### src/order_lifecycle_fill_tracker_macros.svh
// assertion macros for the order lifecycle fill tracker
// used by the top level; expects clk and rst_n in the calling scope
`ifndef ORDER_LIFECYCLE_FILL_TRACKER_MACROS_SVH
`define ORDER_LIFECYCLE_FILL_TRACKER_MACROS_SVH

// antecedent implies consequent in the same cycle
`define OLFT_ASSERT_NOW(lbl, ante, cons, msg) \
    lbl: assert property (@(posedge clk) disable iff (!rst_n) (ante) |-> (cons)) \
        else $error(msg);

// antecedent implies consequent in the next cycle
`define OLFT_ASSERT_NEXT(lbl, ante, cons, msg) \
    lbl: assert property (@(posedge clk) disable iff (!rst_n) (ante) |=> (cons)) \
        else $error(msg);

`endif

### src/olft_ram.sv
// generic single-clock ram, one write and one registered read port
// no dependencies
module olft_ram #(
    parameter int WIDTH = 8,
    parameter int DEPTH = 256,
    localparam int ADDR_W = (DEPTH > 1) ? $clog2(DEPTH) : 1
) (
    input  logic              clk,
    input  logic              we,
    input  logic [ADDR_W-1:0] waddr,
    input  logic [WIDTH-1:0]  wdata,
    input  logic              re,
    input  logic [ADDR_W-1:0] raddr,
    output logic [WIDTH-1:0]  rdata
);

    logic [WIDTH-1:0] mem [DEPTH];
    logic [WIDTH-1:0] rdata_reg;

    always_ff @(posedge clk)
    begin
        if (we)
        begin
            mem[waddr] <= wdata;
        end
        if (re)
        begin
            rdata_reg <= mem[raddr];
        end
    end

    assign rdata = rdata_reg;

endmodule

### config.mk
export PLATFORM = sky130hd
export DESIGN_NAME = olft_ram
export DESIGN_NICKNAME = d
export VERILOG_FILES = /design/src/order_lifecycle_fill_tracker_macros.svh /design/src/olft_ram.sv
export SDC_FILE = /design/constraint.sdc
export NUM_CORES = 2
export LEC_CHECK = 0
export BUFFER_PORTS_ARGS = -buffer_cell sky130_fd_sc_hd__buf_2
export CAP_MARGIN = 20
export CORE_MARGIN = 2
export CORE_UTILIZATION = 30
export CTS_BUF_LIST = sky130_fd_sc_hd__clkbuf_8 sky130_fd_sc_hd__clkbuf_16
export DETAILED_ROUTE_END_ITERATION = 10
export PLACE_DENSITY = 0.48
export SLEW_MARGIN = 20
export SYNTH_ARGS = -nofsm -noshare
export SYNTH_HDL_FRONTEND = slang
export SYNTH_SLANG_ARGS = --single-unit
### constraint.sdc
create_clock -name clk -period 3.5 [get_ports clk]
set_input_delay 0.525 -clock clk [delete_from_list [all_inputs] [get_ports clk]]
set_output_delay 0.525 -clock clk [all_outputs]
set_load 0.01 [all_outputs]
==> metrics.cfg <==
[status]
outcome=finished clean

[synthesis]
synth_ff_type=edfxtp_1
synth-compound-area-share_pct=3.42
synth_nets=3760
synth-simple-area-share_pct=2.63
synth-xor-area-share_pct=0
synth_area_leader_cell=edfxtp_1
synthTopCellsByCount=edfxtp_1, mux4_2, nor2_1
ys_ff_latch=2056
synth_fa_ha_area_share_pct=0
synth_edf_count=2056
yosysUniqueCellTypes=54
avgSynthCellArea_sq_um=21.3
synth_most_common_cell=edfxtp_1
netlist_top_cells_area=edfxtp_1, mux4_2, mux2i_1, nor2_1, a22oi_1
postSynth.asyncResetShare_pct=0
synthCells=3733
synthesis.area_sq_um=79600
yosysWarnings=0
seq_area_frac_synth_pct=77.5
synth_top_area_share_pct=77.5
synth_top_family_by_area=multiplexers
synthMuxAreaShare_pct=14.6

[clock_network]
cts.clk_slew.worst_paths_ns=0.06
clock_latency_ns=0.88
clock_path_buffers=3
cts_hold_buf=0
post_cts_resized=0
clock_tree.root_cell=clkbuf_16
cts_tree=built
cts.sinks=2056
cts_inserted_buffers=212
cts_setup_buffers=0
cts-htree-levels=4

[floorplan]
rows=189
io_pins=35
die_y_microns=519
dieArea_sq_um=270000
core_area_sq_um=265000
start_util_pct=30.1
die_x_microns=519

[timing]
finalSetupViolCount=0
slew_headroom_pct=25.8
rsz0062_at_grt=no
clock_skew_ns=0.0589
tightest_slew_ns=1.11
setup-tns-final_ns=0
maxSlewViolCount=0
fin_crit_sh_pct=83.4
max_freq_mhz=342
fin_crit_ns=2.92
whs_ns=0.0851
report.final.hold_viol_count=0

[place]
placement.cell_area_sq_um=87400
portBuffers=34
routabilityCongestion=0.805
dp.final_hpwl_microns=144000

[setup_path]
worst-path-buf-inv=1
critPathRequiredTime_ns=4.10
crit_path_end_kind=flop
crit_top_cell=mux4_2
critPathArrivalTime_ns=3.52
path_cells=mux4_2 -> mux4_2 -> nor2b_1 -> nor4_1 -> buf_4 -> nor4_2
path_class=flop to flop
slowest_stage=nor4_1
crit_path_start=mem[83][0]
slowest_delay_ns=0.84
cp_top_family=simple AND/OR/NAND/NOR gates
cp_max_fo=1
r2r_start=mem[83][0]
cp-start-kind=flop

[pwr]
cellLeakagePower_nw=29.8
ir_worst_vdd_mv=0.445
power-per-cell-area_nw_per_um2=555

[global_routing]
antenna_found_initial=13
grt_pass1_wl_microns=316000
grt_overflow_total=0
grt_usage_pct=16.4
grt_pass1_vias=40400
grt_max_degree=117

[drt]
drtPass1Iterations=5
wl_microns=224000
ant_nets=0
remaining_drc_errors=0
wl_per_cell_microns=28.0
dr_total_vias=39800
vias_per_cell=4.99
drt_iter0_drc=4002

[final_layout]
multi_input_area_sq_um=16500
syn2layout_area_growth_pct=18.5
nFillCells=24400
stdcell_area_sq_um=94400
utilization_pct=35.7
fin_nets=4279
largest_reg_flops=2048
drive_gt1_share_pct=29.9
seq_area_sq_um=61700

[worst_hold_path]
hold_class=input pin to flop
min_from=wdata[0]

[job]
cap_violations=0

==> cells in the final DEF (no fill, tap or decap), types with 6 or more instances in the layout <==
master,Yosys,final
edfxtp_1,2056,2056
mux4_2,454,454
buf_4,27,452
nor2_1,282,279
clkbuf_16,0,216
mux2i_1,134,134
a22oi_1,133,133
a21oi_1,96,96
clkinv_1,1,59
buf_12,8,54
o221ai_1,46,46
clkinv_2,0,41
inv_1,1,35
nand2_1,33,33
o22ai_1,28,28
nor2b_1,31,28
nand3_1,34,28
nor3_1,22,22
buf_2,31,22
bufinv_16,0,21
nor4_1,24,20
a211oi_1,16,16
a221oi_1,13,13
clkinvlp_4,0,11
nand4_1,10,10
o211ai_1,10,10
o21ai_0,10,10
buf_8,13,10
nand2b_1,8,8
a22o_1,8,8
nor4_2,3,7
nand3_2,0,6
==> where the power goes <==
group,internal [W],switching [W]
Clock,0.0128,0.00965
Combinational,0.00100,0.00175
Sequential,0.0272,0.0000467
Total,0.0409,0.0114
==> logic make-up (layout without fill, tap and decap cells) <==
family                 count (synthesis)  count (layout)
DFF                                 2056            2056
muxes                                591             591
and+or+nand+nor                      466             466
AOI/OAI and AO/OA                    385             385
buffers and inverters                235             938
other                                  0               5
==> worst register-to-register path, stage by stage (launching register included) <==
cell	delay [ns]
edfxtp_1	0.35
mux4_2	0.52
mux4_2	0.46
nor2b_1	0.22
nor4_1	0.84
buf_4	0.24
nor4_2	0.04
==> metrics by stage <==
step | power (W) | setup slack, ns | std cells
2_1_floorplan | 0.0290 | 0.899 | 3733
3_3_place_gp | 0.0305 | -0.314 | 7571
3_5_place_dp | 0.0305 | -0.294 | 7571
4_1_cts | 0.0529 | 0.608 | 7969
5_1_grt | 0.0539 | 0.503 | 7972
6_report | 0.0524 | 0.580 | 7974
==> routing by layer <==
layer	up-vias	global-route usage, %	share of wire, %
met1	21500	23.3	44
met2	1208	26.3	48
met5	-	0	0.0049
met3	303	2.19	5.2
met4	2	4.97	2.8
li1	16800	-	-
==> path summary, 6_finish.rpt <==
kind	slack (ns)	end	cells past startpoint
worst min register to register	1.21	rdata[6]	5
worst max-delay path	0.58	rdata[0]	6
worst max register to register	0.58	rdata[0]	6
worst min-delay path	0.09	mem[82][0]	1
==> final cells by class <==
cell class,instances,share of cell area (%)
diodes,5,0.0133
clock buffers,216,5.73
clock inverters,182,1.62
inverters,2,0.00795
multi-input cells,1442,17.5
flip-flops and latches,2056,65.4
well taps,3533,4.68
repair buffers,538,5.02
(Power assumes the default switching activity.)
