**src/order_lifecycle_fill_tracker_macros.svh**
```systemverilog
// assertion macros for the order lifecycle fill tracker
// used by the top level; expects clk and rst_n in the calling scope
`ifndef ORDER_LIFECYCLE_FILL_TRACKER_MACROS_SVH
`define ORDER_LIFECYCLE_FILL_TRACKER_MACROS_SVH

// antecedent implies consequent in the same cycle
`define OLFT_ASSERT_NOW(lbl, ante, cons, msg) \
    lbl: assert property (@(posedge clk) disable iff (!rst_n) (ante) |-> (cons)) \
        else $error(msg);

// antecedent implies consequent in the next cycle
`define OLFT_ASSERT_NEXT(lbl, ante, cons, msg) \
    lbl: assert property (@(posedge clk) disable iff (!rst_n) (ante) |=> (cons)) \
        else $error(msg);

`endif

```
**src/olft_div.sv**
```systemverilog
// restoring divider, 64-bit dividend by 32-bit divisor, one quotient bit a cycle
// caller guarantees the quotient fits 32 bits (upper dividend half below divisor)
// no dependencies
module olft_div (
    input  logic        clk,
    input  logic        rst_n,
    input  logic        start,
    input  logic [63:0] dividend,
    input  logic [31:0] divisor,
    output logic        done,
    output logic [31:0] quotient
);

    localparam int STEPS = 32;
    localparam int CNT_W = $clog2(STEPS);

    logic             busy_reg;
    logic             done_reg;
    logic [CNT_W-1:0] cnt_reg;
    logic [31:0]      rem_reg;
    logic [31:0]      quo_reg;
    logic [31:0]      dvs_reg;

    logic [32:0] shifted;
    logic [32:0] diff;
    logic        take;
    logic [31:0] rem_next;
    logic [31:0] quo_next;

    always_comb
    begin
        shifted  = {rem_reg, quo_reg[31]};
        diff     = shifted - {1'b0, dvs_reg};
        take     = !diff[32];
        rem_next = take ? diff[31:0] : shifted[31:0];
        quo_next = {quo_reg[30:0], take};
    end

    always_ff @(posedge clk or negedge rst_n)
    begin
        if (!rst_n)
        begin
            busy_reg <= 1'b0;
            done_reg <= 1'b0;
            cnt_reg  <= '0;
        end
        else
        begin
            done_reg <= 1'b0;
            if (start)
            begin
                busy_reg <= 1'b1;
                cnt_reg  <= '0;
            end
            else if (busy_reg)
            begin
                cnt_reg <= cnt_reg + 1'b1;
                if (cnt_reg == CNT_W'(STEPS - 1))
                begin
                    busy_reg <= 1'b0;
                    done_reg <= 1'b1;
                end
            end
        end
    end

    always_ff @(posedge clk)
    begin
        if (start)
        begin
            rem_reg <= dividend[63:32];
            quo_reg <= dividend[31:0];
            dvs_reg <= divisor;
        end
        else if (busy_reg)
        begin
            rem_reg <= rem_next;
            quo_reg <= quo_next;
        end
    end

    assign done     = done_reg;
    assign quotient = quo_reg;

endmodule

```
**config.mk**
```make
export PLATFORM = sky130hd
export DESIGN_NAME = olft_div
export DESIGN_NICKNAME = d
export VERILOG_FILES = /design/src/order_lifecycle_fill_tracker_macros.svh /design/src/olft_div.sv
export SDC_FILE = /design/constraint.sdc
export NUM_CORES = 1
export LEC_CHECK = 0
export BUFFER_PORTS_ARGS = -buffer_cell sky130_fd_sc_hd__buf_2
export CORE_MARGIN = 3
export CORE_UTILIZATION = 55
export DETAILED_ROUTE_END_ITERATION = 16
export GPL_TIMING_DRIVEN = 1
export PLACE_DENSITY = 0.81
export SLEW_MARGIN = 15
export SYNTH_ARGS = -nofsm -noshare
export SYNTH_HDL_FRONTEND = slang
export SYNTH_SLANG_ARGS = --single-unit
export TNS_END_PERCENT = 10
```
**constraint.sdc**
```tcl
create_clock -name clk -period 4.02 [get_ports clk]
set_clock_uncertainty 0.05 [all_clocks]
set_input_delay 0.804 -clock clk [delete_from_list [all_inputs] [get_ports clk]]
set_output_delay 0.804 -clock clk [all_outputs]
set_load 0.005 [all_outputs]
```
==> summary.txt <==
Status
  • Status: finished clean

Timing
  • Final period util: 0.906
  • Period minus WS final: 3.64 ns
  • Worst slew pin tran: 0.736 ns
  • Max Clk Rate: 274 MHz
  • Final hold violations: 0
  • Final setup viols: 0
  • RSZ-0062 raised after global routing: false
  • Slew HR: 0.509
  • Post-route setup TNS: 0 ns
  • Fin. max-slew vios: 0

Clock network
  • CTS root buffer: clkbuf_8
  • CTS Buf Count: 9
  • Clk slew on worst S/H paths: 0.10 ns
  • Clock Sinks: 103
  • Post-cts sizing count: 0
  • Clock latency on the worst-skew pair: 0.40 ns
  • Postcts setup bufs: 0
  • Cts hold-fix bufs: 0
  • Clock Path Buffers: 2
  • CTS tree: done
  • H-Tree Level Count: 3

Floorplanning
  • Die width: 111 um
  • Core area: 10600 sq um
  • Chip Height: 111 um
  • Die area: 12400 sq um
  • Starting density of the core: 0.579
  • Ports: 132
  • FP Rows: 37

Detailed routing
  • WL per Instance: 17.2 um
  • Drt initial violations: 265
  • Post-Route WL: 13900 um
  • Number of iterations in the first detailed-routing pass: 5
  • Residual DRC: 0
  • Final ANT Viol Nets: 0
  • Via count: 4611
  • Average via count per standard cell: 5.72

Setup path
  • WS Path Type: reg2reg
  • Crit. End Element: register
  • CP Launch Type: register
  • Worst Path Max Fanout: 9
  • Worst endpoint required time: 4.13 ns
  • CP startpoint: quotient[31]
  • Worst reg2reg startpoint: quotient[31]
  • Worst r2r path cells: 12
  • WP data arrival: 3.75 ns
  • FF-to-FF End: rem_reg[3]
  • Internal reg-to-reg setup slack: 0.38 ns

Global routing
  • Total gr overflow: 0
  • Initial antenna violation count: 0
  • First-pass GRT wire length: 23100 um
  • Number of global-route vias before repair: 4747
  • Tot GR Track Use: 0.230
  • Largest net degree at the start of global routing: 137

Power
  • Pwr/cell area: 702 nW/um^2
  • Power, Total: 5.01 mW
  • VDD IR max: 0.358 mV
  • Cell leakage power: 3.18 nW

Cells and area
  • Finished Cell Area: 7130 sq um
  • Layout area overhead: 16.6%
  • Ant. Diodes: 0
  • Fill count: 807
  • Share of layout cells above drive strength 1: 0.304
  • Final net count: 799

Place
  • DP Area: 6940 sq um
  • IO buf count: 131
  • Final GP Congestion: 0.904
  • DP HPWL: 10100 um

Logic synthesis
  • Synthesized flop and latch total: 103
  • Share of the synthesized area in the top cell type: 0.472
  • Post-synth top flop: edfxtp_1
  • Post-synth ARST share: 0.0680
  • Post-Syn Area: 6110 sq um
  • Netlist cell types: 61
  • Synth area leaders: edfxtp_1 47%, mux2_2 7.4%, ha_1 7.0%, mux2i_1 3.1%, a21oi_1 2.9%
  • Register area share after synthesis: 0.500
  • Yosys top cell by area: edfxtp_1
  • Post-synth EDFFs: 96
  • Top cells by count, synth: 96 x edfxtp_1, 40 x mux2_2, 37 x inv_1, 35 x a21oi_1
  • Syn nets: 668
  • Synthesized instance count: 534
  • Count leader, synth: edfxtp_1
  • Average cell area after synthesis: 11.4 sq um
  • Synthesis Warnings: 0

Flow run
  • Max Cap Viol: 0

Min path
  • Hold Path Class: in2async
-- critical path, stage by stage, from the launching register on --
cell      delay (ns)
edfxtp_1        0.37
inv_1           0.06
ha_1            0.22
fa_1            0.40
nand2b_1        0.18
a21oi_1         0.20
o21a_1          0.19
a32o_1          0.30
a21oi_4         0.10
a21oi_2         0.32
xor2_4          0.38
mux2_2          0.38
mux2_2          0.25
-- worst max-delay path by stage --
stage / endpoint / slack (ns) / depth (start not counted)
6_report: rem_reg[3] / 0.38 / 12
5_1_grt: rem_reg[26] / 0.07 / 13
4_1_cts: rem_reg[11] / 0.36 / 12
3_5_place_dp: rem_reg[4] / 0.39 / 12
3_3_place_gp: rem_reg[3] / 0.44 / 12
2_1_floorplan: rem_reg[16] / 0.69 / 13
-- final cells by class --
class | count | area [sq um] | share of cell area
well taps | 136 | 170 | 0.0239
clock inverters | 7 | 63.8 | 0.00895
clock buffers | 9 | 124 | 0.0174
multi-input cells | 376 | 2840 | 0.398
inverters | 37 | 139 | 0.0195
flip-flops and latches | 103 | 3060 | 0.429
repair buffers | 138 | 736 | 0.103
-- cells in the final DEF, fill, tap and decap left out, types with 4 or more instances in the layout --
| cell type | Yosys | routed |
|---|---|---|
| a21o_1 | 18 | 18 |
| a21oi_1 | 35 | 35 |
| and2_1 | 6 | 6 |
| and3_1 | 6 | 6 |
| buf_2 | 3 | 130 |
| buf_4 | 0 | 6 |
| clkbuf_8 | 0 | 9 |
| dfrtp_1 | 7 | 7 |
| edfxtp_1 | 96 | 96 |
| ha_1 | 34 | 34 |
| inv_1 | 37 | 37 |
| mux2_2 | 40 | 40 |
| mux2i_1 | 19 | 19 |
| nand2_1 | 34 | 34 |
| nand2b_1 | 5 | 5 |
| nand3_1 | 8 | 8 |
| nand3b_1 | 6 | 6 |
| nor2_1 | 25 | 25 |
| nor2b_1 | 13 | 13 |
| nor3_1 | 9 | 9 |
| o211ai_1 | 4 | 4 |
| o21a_1 | 7 | 7 |
| o21ai_0 | 28 | 28 |
| o31ai_1 | 5 | 5 |
| xnor2_1 | 13 | 13 |
| xor2_1 | 8 | 8 |
-- logic make-up (layout without fill, tap and decap cells) --
family                     after synthesis  count (layout)  synth area share
adders and majority gates               35              35            0.0729
muxes                                   60              60             0.107
buffers and inverters                   55             191            0.0371
DFF                                    103             103             0.500
AOI/OAI and AO/OA                      129             129             0.139
xor gates and xnor gates                23              23            0.0354
and+or+nand+nor                        129             129             0.108
-- stage by stage --
step                       util  hold WS, ns  cells  setup WS, ns
after CTS                 0.675        0.151    806         0.362
after global routing      0.675        0.147    806        0.0692
after floorplan               -        0.443    534         0.688
after detailed placement  0.658        0.479    790         0.388
final                     0.675        0.166    806         0.376
after global placement    0.658        0.461    790         0.441
-- routing by layer --
| layer | global-route usage | vias up | wire length (um) |
|---|---|---|---|
| met5 | 0 | - | 0 |
| met4 | 0.0641 | 0 | 175 |
| met3 | 0.0810 | 18 | 1070 |
| met2 | 0.374 | 171 | 6740 |
| met1 | 0.292 | 2174 | 5870 |
| li1 | - | 2248 | - |
-- power breakdown --
| part | switching (mW) | total [mW] | internal (mW) |
|---|---|---|---|
| clock network | 0.405 | 0.645 | 0.240 |
| registers | 0.154 | 1.65 | 1.49 |
| logic | 1.46 | 2.71 | 1.26 |
Power figures use the tool's default switching activity.
